==> src/rtl/i2cm_pkg.sv <==
`default_nettype none

package i2cm_pkg;

  // largest transaction length in data bytes
  localparam int MaxBytes = 4;
  // counters that must hold the byte count itself
  localparam int CntW = $clog2(MaxBytes + 1);
  // write buffer index
  localparam int WbufIdxW = (MaxBytes > 1) ? $clog2(MaxBytes) : 1;

  localparam int CfgIdxW  = 1;
  localparam int CfgDataW = 8;

  typedef enum logic [1:0] {
    CMD_TICK     = 2'd0,
    CMD_START_WR = 2'd1,
    CMD_START_RD = 2'd2,
    CMD_LOAD     = 2'd3
  } cmd_e;

  typedef enum logic [CfgIdxW-1:0] {
    CFG_DEVICE_ADDRESS  = 1'd0,
    CFG_TICKS_PER_DELAY = 1'd1
  } cfg_idx_e;

  // bus sequencer phases; each phase other than idle lasts one delay unit
  typedef enum logic [4:0] {
    PH_IDLE = 5'd0,
    PH_SA1  = 5'd1,
    PH_SA2  = 5'd2,
    PH_SB1  = 5'd3,
    PH_SB2  = 5'd4,
    PH_TXS  = 5'd5,
    PH_TXH1 = 5'd6,
    PH_TXH2 = 5'd7,
    PH_TXL  = 5'd8,
    PH_AR1  = 5'd9,
    PH_AR2  = 5'd10,
    PH_AH1  = 5'd11,
    PH_AH2  = 5'd12,
    PH_RL1  = 5'd13,
    PH_RL2  = 5'd14,
    PH_RH1  = 5'd15,
    PH_RH2  = 5'd16,
    PH_ML1  = 5'd17,
    PH_ML2  = 5'd18,
    PH_MH1  = 5'd19,
    PH_MH2  = 5'd20,
    PH_ST1  = 5'd21,
    PH_ST2  = 5'd22,
    PH_NS1  = 5'd23,
    PH_NS2  = 5'd24
  } phase_e;

  typedef enum logic [2:0] {
    SD_LOW,
    SD_HIGH,
    SD_BIT,
    SD_REL,
    SD_ACK
  } sda_mode_e;

  typedef struct packed {
    logic [6:0] device_address;
    logic [7:0] ticks_per_delay;
  } cfg_t;

  typedef struct packed {
    logic [1:0] cmd;
    logic [2:0] byte_count;
    logic [7:0] write_byte;
    logic       sda_sample;
  } req_t;

  typedef struct packed {
    logic       scl_level;
    logic       sda_level;
    logic       sda_driving;
    logic [7:0] read_byte;
    logic       read_valid;
    logic       done_res;
    logic       nack_error;
    logic       busy_res;
  } res_t;

  function automatic logic scl_of(phase_e ph);
    logic scl;
    case (ph)
      PH_IDLE, PH_SA1, PH_SA2, PH_SB1, PH_SB2: scl = 1'b1;
      PH_TXH1, PH_TXH2, PH_AH1, PH_AH2:        scl = 1'b1;
      PH_RH1, PH_RH2, PH_MH1, PH_MH2:          scl = 1'b1;
      default:                                 scl = 1'b0;
    endcase
    return scl;
  endfunction

  function automatic sda_mode_e sda_mode_of(phase_e ph);
    sda_mode_e mode;
    case (ph)
      PH_IDLE, PH_SA1, PH_SA2:                mode = SD_HIGH;
      PH_TXS, PH_TXH1, PH_TXH2, PH_TXL:       mode = SD_BIT;
      PH_AR1, PH_AR2, PH_AH1, PH_AH2:         mode = SD_REL;
      PH_RL1, PH_RL2, PH_RH1, PH_RH2:         mode = SD_REL;
      PH_ML1, PH_ML2, PH_MH1, PH_MH2:         mode = SD_ACK;
      default:                                mode = SD_LOW;
    endcase
    return mode;
  endfunction

endpackage

`default_nettype wire

==> src/rtl/i2cm_if.sv <==
`default_nettype none

interface i2cm_req_if import i2cm_pkg::*; ();
  logic       valid;
  logic       ready;
  logic [1:0] cmd;
  logic [2:0] byte_count;
  logic [7:0] write_byte;
  logic       sda_sample;

  modport source (output valid, output cmd, output byte_count, output write_byte,
                  output sda_sample, input ready);
  modport sink (input valid, input cmd, input byte_count, input write_byte,
                input sda_sample, output ready);
endinterface

interface i2cm_res_if import i2cm_pkg::*; ();
  logic       valid;
  logic       ready;
  logic       scl_level;
  logic       sda_level;
  logic       sda_driving;
  logic [7:0] read_byte;
  logic       read_valid;
  logic       done_res;
  logic       nack_error;
  logic       busy_res;

  modport source (output valid, output scl_level, output sda_level, output sda_driving,
                  output read_byte, output read_valid, output done_res,
                  output nack_error, output busy_res, input ready);
  modport sink (input valid, input scl_level, input sda_level, input sda_driving,
                input read_byte, input read_valid, input done_res,
                input nack_error, input busy_res, output ready);
endinterface

`default_nettype wire

==> src/rtl/i2cm_cfg.sv <==
`default_nettype none

module i2cm_cfg import i2cm_pkg::*; (
  input  wire logic                clk_i,
  input  wire logic                rst_ni,
  input  wire logic                cfg_we_i,
  input  wire logic [CfgIdxW-1:0]  cfg_index_i,
  input  wire logic [CfgDataW-1:0] cfg_data_i,
  output cfg_t                     cfg_o
);

  cfg_t cfg_q, cfg_d;

  always_comb begin
    cfg_d = cfg_q;
    if (cfg_we_i) begin
      case (cfg_idx_e'(cfg_index_i))
        CFG_DEVICE_ADDRESS:  cfg_d.device_address  = cfg_data_i[6:0];
        CFG_TICKS_PER_DELAY: cfg_d.ticks_per_delay = cfg_data_i[7:0];
        default: ;
      endcase
    end
  end

  always_ff @(posedge clk_i or negedge rst_ni) begin
    if (!rst_ni) begin
      cfg_q.device_address  <= 7'd64;
      cfg_q.ticks_per_delay <= 8'd1;
    end else begin
      cfg_q <= cfg_d;
    end
  end

  assign cfg_o = cfg_q;

endmodule

`default_nettype wire

==> src/rtl/i2cm_seq.sv <==
`default_nettype none

module i2cm_seq import i2cm_pkg::*; (
  input  wire logic clk_i,
  input  wire logic rst_ni,
  input  wire logic step_i,
  input  req_t      req_i,
  input  cfg_t      cfg_i,
  output res_t      res_o
);

  phase_e             phase_q, phase_d;
  logic [3:0]         bit_cnt_q, bit_cnt_d;
  logic [CntW-1:0]    byte_idx_q, byte_idx_d;
  logic [7:0]         shift_q, shift_d;
  logic [CntW-1:0]    load_cnt_q, load_cnt_d;
  logic [CntW-1:0]    xfer_len_q, xfer_len_d;
  logic               is_read_q, is_read_d;
  logic [7:0]         delay_q, delay_d;

  logic [7:0]         wbuf_q [MaxBytes];
  logic               wbuf_we;

  cmd_e               cmd;
  logic [7:0]         tpd;
  logic [8:0]         delay_inc;
  logic [3:0]         bit_inc;
  logic [CntW-1:0]    byte_inc;
  logic [7:0]         rx_shift;
  logic [CntW-1:0]    clamped_len;
  logic [CntW:0]      ack_idx;
  sda_mode_e          mode;

  logic               scl;
  logic               sda_lvl;
  logic               sda_drv;
  logic [7:0]         rx_byte;
  logic               rx_valid;
  logic               done;
  logic               nack;
  logic               busy;

  assign cmd       = cmd_e'(req_i.cmd);
  assign tpd       = (cfg_i.ticks_per_delay == 8'd0) ? 8'd1 : cfg_i.ticks_per_delay;
  assign delay_inc = {1'b0, delay_q} + 9'd1;
  assign bit_inc   = bit_cnt_q + 4'd1;
  assign byte_inc  = byte_idx_q + CntW'(1);
  assign rx_shift  = {shift_q[6:0], req_i.sda_sample};

  always_comb begin
    if (req_i.byte_count == 3'd0) begin
      clamped_len = CntW'(1);
    end else if (int'(req_i.byte_count) > MaxBytes) begin
      clamped_len = CntW'(MaxBytes);
    end else begin
      clamped_len = CntW'(req_i.byte_count);
    end
  end

  // next state
  always_comb begin
    phase_d    = phase_q;
    bit_cnt_d  = bit_cnt_q;
    byte_idx_d = byte_idx_q;
    shift_d    = shift_q;
    load_cnt_d = load_cnt_q;
    xfer_len_d = xfer_len_q;
    is_read_d  = is_read_q;
    delay_d    = delay_q;
    wbuf_we    = 1'b0;
    rx_byte    = 8'd0;
    rx_valid   = 1'b0;
    done       = 1'b0;
    nack       = 1'b0;
    if (step_i) begin
      if (phase_q == PH_IDLE) begin
        case (cmd)
          CMD_START_WR, CMD_START_RD: begin
            xfer_len_d = clamped_len;
            is_read_d  = (cmd == CMD_START_RD);
            byte_idx_d = '0;
            bit_cnt_d  = 4'd0;
            shift_d    = 8'd0;
            load_cnt_d = '0;
            delay_d    = 8'd0;
            phase_d    = PH_SA1;
          end
          CMD_LOAD: begin
            if (int'(load_cnt_q) < MaxBytes) begin
              wbuf_we    = 1'b1;
              load_cnt_d = load_cnt_q + CntW'(1);
            end
          end
          default: ;
        endcase
      end else if (cmd == CMD_TICK) begin
        if (delay_inc >= {1'b0, tpd}) begin
          delay_d = 8'd0;
          case (phase_q)
            PH_SB2: begin
              shift_d   = {cfg_i.device_address, is_read_q};
              bit_cnt_d = 4'd0;
              phase_d   = PH_TXS;
            end
            PH_TXL: begin
              shift_d   = {shift_q[6:0], 1'b0};
              bit_cnt_d = bit_inc;
              phase_d   = (bit_inc >= 4'd8) ? PH_AR1 : PH_TXS;
            end
            PH_AH2: begin
              if (req_i.sda_sample) begin
                phase_d = PH_NS1;
              end else if (is_read_q) begin
                byte_idx_d = '0;
                bit_cnt_d  = 4'd0;
                shift_d    = 8'd0;
                phase_d    = PH_RL1;
              end else if (byte_idx_q < xfer_len_q && int'(byte_idx_q) < MaxBytes) begin
                shift_d    = wbuf_q[byte_idx_q[WbufIdxW-1:0]];
                byte_idx_d = byte_inc;
                bit_cnt_d  = 4'd0;
                phase_d    = PH_TXS;
              end else begin
                phase_d = PH_ST1;
              end
            end
            PH_RH2: begin
              shift_d   = rx_shift;
              bit_cnt_d = bit_inc;
              if (bit_inc >= 4'd8) begin
                rx_byte  = rx_shift;
                rx_valid = 1'b1;
                phase_d  = PH_ML1;
              end else begin
                phase_d = PH_RL1;
              end
            end
            PH_MH2: begin
              byte_idx_d = byte_inc;
              if (byte_inc >= xfer_len_q) begin
                phase_d = PH_ST1;
              end else begin
                bit_cnt_d = 4'd0;
                shift_d   = 8'd0;
                phase_d   = PH_RL1;
              end
            end
            PH_ST2: begin
              phase_d = PH_IDLE;
              done    = 1'b1;
            end
            PH_NS2: begin
              phase_d = PH_IDLE;
              done    = 1'b1;
              nack    = 1'b1;
            end
            default: phase_d = phase_e'(phase_q + 5'd1);
          endcase
        end else begin
          delay_d = delay_inc[7:0];
        end
      end
    end
  end

  // bus levels after the step
  assign mode    = sda_mode_of(phase_d);
  assign ack_idx = {1'b0, byte_idx_d} + (CntW+1)'(1);

  always_comb begin
    scl     = scl_of(phase_d);
    sda_drv = 1'b1;
    case (mode)
      SD_LOW:  sda_lvl = 1'b0;
      SD_HIGH: sda_lvl = 1'b1;
      SD_BIT:  sda_lvl = shift_d[7];
      SD_ACK:  sda_lvl = (ack_idx >= {1'b0, xfer_len_d});
      default: begin
        sda_lvl = 1'b1;
        sda_drv = 1'b0;
      end
    endcase
    busy = (phase_d != PH_IDLE);
  end

  assign res_o = '{scl_level:   scl,
                   sda_level:   sda_lvl,
                   sda_driving: sda_drv,
                   read_byte:   rx_byte,
                   read_valid:  rx_valid,
                   done_res:    done,
                   nack_error:  nack,
                   busy_res:    busy};

  always_ff @(posedge clk_i or negedge rst_ni) begin
    if (!rst_ni) begin
      phase_q    <= PH_IDLE;
      bit_cnt_q  <= 4'd0;
      byte_idx_q <= '0;
      shift_q    <= 8'd0;
      load_cnt_q <= '0;
      xfer_len_q <= '0;
      is_read_q  <= 1'b0;
      delay_q    <= 8'd0;
    end else begin
      phase_q    <= phase_d;
      bit_cnt_q  <= bit_cnt_d;
      byte_idx_q <= byte_idx_d;
      shift_q    <= shift_d;
      load_cnt_q <= load_cnt_d;
      xfer_len_q <= xfer_len_d;
      is_read_q  <= is_read_d;
      delay_q    <= delay_d;
    end
  end

  always_ff @(posedge clk_i) begin
    if (wbuf_we) begin
      wbuf_q[load_cnt_q[WbufIdxW-1:0]] <= req_i.write_byte;
    end
  end

  a_nack_with_done: assert property (@(posedge clk_i) disable iff (!rst_ni)
    res_o.nack_error |-> res_o.done_res)
    else $error("nack flagged without done");

  a_start_opens: assert property (@(posedge clk_i) disable iff (!rst_ni)
    step_i && phase_q == PH_IDLE && (cmd == CMD_START_WR || cmd == CMD_START_RD)
    |=> phase_q == PH_SA1)
    else $error("start word did not open a transaction");

  a_hold_without_step: assert property (@(posedge clk_i) disable iff (!rst_ni)
    !step_i |=> $stable(phase_q) && $stable(delay_q))
    else $error("sequencer moved without a word");

  a_read_not_done: assert property (@(posedge clk_i) disable iff (!rst_ni)
    res_o.read_valid |-> !res_o.done_res && res_o.busy_res)
    else $error("received byte outside a transaction");

endmodule

`default_nettype wire

==> src/rtl/i2c_master_transaction.sv <==
`default_nettype none

// I2C master transaction engine. Request words on req_i drive a bus sequencer:
// a tick word (cmd 0) moves the bus timing by one tick and carries the sampled
// SDA level, a load word (cmd 3) appends a byte to the 4-entry write buffer, and
// a start word (cmd 1 write, cmd 2 read) opens a transaction of byte_count
// bytes (0 counts as 1, above 4 as 4); load the write bytes before the start,
// since each start clears the load count. Every request word yields exactly one
// result word with the SCL/SDA levels to drive after that word, plus the
// received byte, done and nack flags. A NACK from the target ends the
// transaction with one stop and nack_error set alongside done_res. Timing is in
// delay units of ticks_per_delay tick words (0 acts as 1). Configuration writes
// are only allowed while the engine is idle and no words are in flight.
// Throughput is one word per clock while the result side is ready; each word
// passes the input register and then the result register, and the result
// register frees the input side whenever the result is taken in the same cycle.

module i2c_master_transaction import i2cm_pkg::*; (
  input  wire logic                clk_i,
  input  wire logic                rst_ni,
  i2cm_req_if.sink                 req_i,
  i2cm_res_if.source               res_o,
  input  wire logic                cfg_we_i,
  input  wire logic [CfgIdxW-1:0]  cfg_index_i,
  input  wire logic [CfgDataW-1:0] cfg_data_i
);

  cfg_t cfg;
  req_t req_q;
  logic in_valid_q, in_valid_d;
  res_t res_q, res_next;
  logic res_valid_q, res_valid_d;
  logic advance;
  logic step;
  logic req_take;

  // result register can take a new word when empty or being drained
  assign advance  = !res_valid_q || res_o.ready;
  assign step     = in_valid_q && advance;
  assign req_i.ready = !in_valid_q || advance;
  assign req_take = req_i.valid && req_i.ready;

  always_comb begin
    in_valid_d = in_valid_q;
    if (req_take) begin
      in_valid_d = 1'b1;
    end else if (advance) begin
      in_valid_d = 1'b0;
    end
  end

  always_comb begin
    res_valid_d = res_valid_q;
    if (advance) begin
      res_valid_d = in_valid_q;
    end
  end

  always_ff @(posedge clk_i or negedge rst_ni) begin
    if (!rst_ni) begin
      in_valid_q  <= 1'b0;
      res_valid_q <= 1'b0;
    end else begin
      in_valid_q  <= in_valid_d;
      res_valid_q <= res_valid_d;
    end
  end

  // input register, payload only
  always_ff @(posedge clk_i) begin
    if (req_take) begin
      req_q.cmd        <= req_i.cmd;
      req_q.byte_count <= req_i.byte_count;
      req_q.write_byte <= req_i.write_byte;
      req_q.sda_sample <= req_i.sda_sample;
    end
  end

  // result register, payload only
  always_ff @(posedge clk_i) begin
    if (step) begin
      res_q <= res_next;
    end
  end

  i2cm_cfg u_cfg (
    .clk_i       (clk_i),
    .rst_ni      (rst_ni),
    .cfg_we_i    (cfg_we_i),
    .cfg_index_i (cfg_index_i),
    .cfg_data_i  (cfg_data_i),
    .cfg_o       (cfg)
  );

  // sequencer state advances once per word as it moves into the result register
  i2cm_seq u_seq (
    .clk_i  (clk_i),
    .rst_ni (rst_ni),
    .step_i (step),
    .req_i  (req_q),
    .cfg_i  (cfg),
    .res_o  (res_next)
  );

  assign res_o.valid       = res_valid_q;
  assign res_o.scl_level   = res_q.scl_level;
  assign res_o.sda_level   = res_q.sda_level;
  assign res_o.sda_driving = res_q.sda_driving;
  assign res_o.read_byte   = res_q.read_byte;
  assign res_o.read_valid  = res_q.read_valid;
  assign res_o.done_res    = res_q.done_res;
  assign res_o.nack_error  = res_q.nack_error;
  assign res_o.busy_res    = res_q.busy_res;

  // a word waiting in the input register stays while the result is stalled
  a_in_hold: assert property (@(posedge clk_i) disable iff (!rst_ni)
    in_valid_q && !advance |=> in_valid_q && $stable(req_q))
    else $error("input word lost under stall");

  // a stalled result is neither dropped nor overwritten
  a_res_hold: assert property (@(posedge clk_i) disable iff (!rst_ni)
    res_valid_q && !res_o.ready |=> res_valid_q && $stable(res_q))
    else $error("result word lost under stall");

  // each word that leaves the input register lands in the result register
  a_step_lands: assert property (@(posedge clk_i) disable iff (!rst_ni)
    step |=> res_valid_q)
    else $error("word dropped between stages");

endmodule

`default_nettype wire

==> src/flat_wrapper.sv <==
// flat-port wrapper written by rule: the top's interface ports become plain ports
module i2c_master_transaction_flat import i2cm_pkg::*;
  (clk_i, rst_ni, cfg_we_i, cfg_index_i, cfg_data_i, req_i_valid, req_i_cmd, req_i_byte_count, req_i_write_byte, req_i_sda_sample, req_i_ready, res_o_valid, res_o_scl_level, res_o_sda_level, res_o_sda_driving, res_o_read_byte, res_o_read_valid, res_o_done_res, res_o_nack_error, res_o_busy_res, res_o_ready);
  i2cm_req_if req_i_i ();
  i2cm_res_if res_o_i ();
  input  wire logic clk_i;
  input  wire logic rst_ni;
  input  wire logic cfg_we_i;
  input  wire logic [CfgIdxW-1:0] cfg_index_i;
  input  wire logic [CfgDataW-1:0] cfg_data_i;
  input wire logic [$bits(req_i_i.valid)-1:0] req_i_valid;
  input wire logic [$bits(req_i_i.cmd)-1:0] req_i_cmd;
  input wire logic [$bits(req_i_i.byte_count)-1:0] req_i_byte_count;
  input wire logic [$bits(req_i_i.write_byte)-1:0] req_i_write_byte;
  input wire logic [$bits(req_i_i.sda_sample)-1:0] req_i_sda_sample;
  output wire logic [$bits(req_i_i.ready)-1:0] req_i_ready;
  output wire logic [$bits(res_o_i.valid)-1:0] res_o_valid;
  output wire logic [$bits(res_o_i.scl_level)-1:0] res_o_scl_level;
  output wire logic [$bits(res_o_i.sda_level)-1:0] res_o_sda_level;
  output wire logic [$bits(res_o_i.sda_driving)-1:0] res_o_sda_driving;
  output wire logic [$bits(res_o_i.read_byte)-1:0] res_o_read_byte;
  output wire logic [$bits(res_o_i.read_valid)-1:0] res_o_read_valid;
  output wire logic [$bits(res_o_i.done_res)-1:0] res_o_done_res;
  output wire logic [$bits(res_o_i.nack_error)-1:0] res_o_nack_error;
  output wire logic [$bits(res_o_i.busy_res)-1:0] res_o_busy_res;
  input wire logic [$bits(res_o_i.ready)-1:0] res_o_ready;
  assign req_i_i.valid = req_i_valid;
  assign req_i_i.cmd = req_i_cmd;
  assign req_i_i.byte_count = req_i_byte_count;
  assign req_i_i.write_byte = req_i_write_byte;
  assign req_i_i.sda_sample = req_i_sda_sample;
  assign req_i_ready = req_i_i.ready;
  assign res_o_valid = res_o_i.valid;
  assign res_o_scl_level = res_o_i.scl_level;
  assign res_o_sda_level = res_o_i.sda_level;
  assign res_o_sda_driving = res_o_i.sda_driving;
  assign res_o_read_byte = res_o_i.read_byte;
  assign res_o_read_valid = res_o_i.read_valid;
  assign res_o_done_res = res_o_i.done_res;
  assign res_o_nack_error = res_o_i.nack_error;
  assign res_o_busy_res = res_o_i.busy_res;
  assign res_o_i.ready = res_o_ready;
  i2c_master_transaction u_core (.clk_i(clk_i), .rst_ni(rst_ni), .req_i(req_i_i), .res_o(res_o_i), .cfg_we_i(cfg_we_i), .cfg_index_i(cfg_index_i), .cfg_data_i(cfg_data_i));
endmodule
==> config.mk <==
export PLATFORM = sky130hd
export DESIGN_NAME = i2c_master_transaction_flat
export DESIGN_NICKNAME = d
export VERILOG_FILES = /design/src/rtl/i2cm_pkg.sv /design/src/rtl/i2cm_if.sv /design/src/rtl/i2cm_cfg.sv /design/src/rtl/i2cm_seq.sv /design/src/rtl/i2c_master_transaction.sv /design/src/flat_wrapper.sv
export SDC_FILE = /design/constraint.sdc
export NUM_CORES = 1
export LEC_CHECK = 0
export BUFFER_PORTS_ARGS = -buffer_cell sky130_fd_sc_hd__buf_2
export CAP_MARGIN = 20
export CORE_ASPECT_RATIO = 0.8
export CORE_MARGIN = 5
export CORE_UTILIZATION = 25
export DETAILED_ROUTE_END_ITERATION = 6
export PLACE_DENSITY = 0.47
export SETUP_SLACK_MARGIN = 0.05
export SYNTH_ARGS = -nofsm -noshare
export SYNTH_HDL_FRONTEND = slang
export SYNTH_SLANG_ARGS = --single-unit
==> constraint.sdc <==
create_clock -name clk_i -period 3.78 [get_ports clk_i]
set_input_delay 0.189 -clock clk_i [delete_from_list [all_inputs] [get_ports clk_i]]
set_output_delay 0.189 -clock clk_i [all_outputs]
set_load 0.01 [all_outputs]
==> impl_results.md <==
- Worst EP required: 3930 ps
- Avg Synthesized Cell Area: 11.90 sq um
- Vias in the first global route: 4268
- CP Class: reg2reg
- Row cnt: 50
- Hold Crit Class: in2reg
- Hpwl dp: 10670 um
- Final Cycle Share: 98.79%
- Core area: 23460 sq um
- Clk_skew: 8.720 ps
- Final Critical Period: 3734 ps
- Crit Path Max Fanout: 6
- Antenna cells: 0
- Netlist cell types: 78
- DR iter-0 viols: 214
- Setup_tns: 0 ps
- Filler cells: 2346
- Drt drc: 0
- EDFF count, synth: 61
- CP Launch Type: flop
- Fin nets: 665
- Largest net degree at the start of global routing: 53
- Initial antenna violation count: 0
- I/O Pins: 45
- Normalized max-slew margin: 49.95%
- DIE WIDTH: 183.0 um
- WHS: 23.67 ps
- Overflow after GRT: 0
- Synth async-reset ratio: 46.02%
- Synth Register Bits: 113
- Sequential area share after synthesis: 52.37%
- Starting Density: 25.52%
- Bufs on Longest Clock Path: 2
- Overall Global Routing Usage: 11.02%
- Post-route ant nets: 0
- Wire length per cell: 15.72 um
- Via Count: 4265
- Register clock-pin slew on the reported worst setup and hold paths: 60 ps
- Multi-input logic area: 2740 sq um
- H-tree Lvls: 4
- CTS Buf Count: 17
- IR drop worst, VDD: 0.1872 mV
- Pins over their slew limit: 0
- CP Data Arrival Time: 3890 ps
- CTS tree: built
- Clock root buffer: clkbuf_16
- First-pass GRT wire length: 23230 um
- Max_cap viols: 0
- Chip height: 148.4 um
- Cell area after synthesis: 5987 sq um
- Later-pin clock latency in the skew report: 420 ps
- Die area: 27160 sq um
- FF/Latch Area: 3136 sq um
- CTS sink cnt: 113
- Routability Congestion: 0.8638
- Leakage: 3.168 nW
- Synth Flop Type: edfxtp_1
- Final hold vios: 0
- Power per cell area: 465.1 nW/um^2
- Tot Pwr: 3.566 mW
- Mapped Nets: 566
- Status: completed
- Final Setup Violations: 0
- Max Freq: 267.8 MHz
- Yosys warnings: 0
- Via density: 4.601
- Area grow syn2layout: 28.07%
- DR pass1 iterations: 7
- Post-synthesis cell count: 503
- Unrepaired setup endpoints after global routing: yes
- Worst-Margin Slew: 750.7 ps
- I/O Buffers: 44
- CP Capture Type: flop
- Routed WL: 14570 um
- Layout cells sized above 1: 30.24%
final cells by class:
| type | instances | area share, % |
|---|---|---|
| flip-flops and latches | 113 | 40.89 |
| clock buffers | 17 | 5.548 |
| well taps | 312 | 5.091 |
| multi-input cells | 340 | 35.74 |
| repair buffers | 99 | 8.845 |
| clock inverters | 15 | 2.366 |
| inverters | 31 | 1.518 |
cells by family after synthesis:
logic type,after synthesis,synth area share (%)
AOI/OAI and AO/OA,117,14.75
xor gates and xnor gates,10,1.463
adders and majority gates,35,7.315
buffers and inverters,50,3.720
DFF,113,52.37
muxes,32,7.461
and+or+nand+nor,146,12.92
report_power, final:
part           internal (mW)  switching, mW
Sequential              1.38         0.0498
Clock                   1.04          0.634
Combinational          0.216          0.246
Total                   2.64          0.930
cells in the mapped netlist, types with 3 or more instances:
master	count	share of area, %
nor2b_1	8	0.84
nor3_1	5	0.42
clkbuf_1	8	0.50
and3_1	3	0.31
o31ai_1	4	0.50
xor2_1	5	0.73
o21a_1	4	0.50
mux4_2	8	3.0
nand3b_1	3	0.38
mux2_2	21	3.9
buf_2	4	0.33
nor3_2	3	0.50
o21ai_0	26	2.2
edfxtp_1	61	31
a21oi_1	21	1.8
or2_2	5	0.52
buf_6	3	0.56
nand3_1	14	1.2
ha_1	35	7.3
and2_1	14	1.5
xnor2_1	5	0.73
o21ai_1	4	0.33
dfrtp_1	50	21
nand2_1	49	3.1
a31oi_1	4	0.42
nor2_1	22	1.4
inv_1	30	1.9
nand2b_1	6	0.63
mux2i_1	3	0.50
a22oi_1	15	1.9
worst max-delay path, cell delays in order (launching register included):
cell,delay [ps]
dfrtp_1,380
and4_4,250
nand4_1,160
xnor2_2,210
ha_4,290
nand3_2,90
o31a_4,330
a21oi_4,210
a31oi_1,100
a31o_2,260
ha_1,200
xor2_1,160
ha_1,270
nor2b_1,140
a311oi_2,310
o211ai_2,110
path summary, 6_finish.rpt:
path / startpoint / slack [ps] / endpoint / cells past startpoint
hold / removal: cfg_data_i[3] / 20 / u_core.u_cfg.cfg_o[3] / 2
setup / recovery: u_core.u_seq.delay_q[3] / 50 / u_core.res_o.sda_level / 15
hold reg to reg: u_core.req_q[3] / 490 / u_core.u_seq.wbuf_q[3][2] / 0
setup reg to reg: u_core.u_seq.delay_q[3] / 50 / u_core.res_o.sda_level / 15
min in group asynchronous: rst_ni / 460 / u_core.u_cfg.cfg_o[9] / 3
max in group asynchronous: rst_ni / 2830 / u_core.u_seq.phase_q[2] / 3
sequential cells by signal (all words and copies together), names as in the netlist, 3 cells and up:
register and cells:
u_core.req_q 14, u_core.res_o.read_byte 8, u_core.u_cfg.cfg_o 15, u_core.u_seq.bit_cnt_q 4, u_core.u_seq.byte_idx_q 3, u_core.u_seq.delay_q 8
u_core.u_seq.load_cnt_q 3, u_core.u_seq.phase_q 5, u_core.u_seq.shift_q 8, u_core.u_seq.wbuf_q 32, u_core.u_seq.xfer_len_q 3
layout by cell type, fill, tap and decap left out, types with 15 or more instances in the layout:
cell type and instances:
edfxtp_1 61, dfrtp_1 50, nand2_1 48, buf_2 44, buf_4 37, ha_1 33
inv_1 30, o21ai_0 23, nor2_1 21, mux2_2 21, a21oi_1 20, dlygate4sd3_1 18
clkbuf_16 17, a22oi_1 15
timing repair:
item,in CTS,in global routing
hold endpoints to repair,67,0
hold buffers,18,0
setup buffers,0,2
gates cloned,0,0
setup endpoints to repair,1,2
resized for setup,4,14
pin swaps,2,11
through the flow:
| step | std cells | instance area (sq um) | utilization [%] | setup WS, ps |
|---|---|---|---|---|
| 2_1_floorplan | 503 | 5996 | - | 103.8 |
| 3_3_place_gp | 875 | 6765 | 28.84 | 67.40 |
| 6_report | 927 | 7667 | 32.68 | 45.89 |
| 5_1_grt | 927 | 7667 | 32.68 | -141.3 |
| 4_1_cts | 925 | 7566 | 32.25 | 59.76 |
| 3_5_place_dp | 875 | 6765 | 28.84 | -44.31 |
metal layers:
metal	wire length (um)	part of all wire [%]	global-route usage, %
met4	229	1.6	3.351
met5	0	0	0
met1	7238	50	15.98
met2	6318	43	16.10
met3	785	5.4	2.934
(Power assumes the default switching activity.)
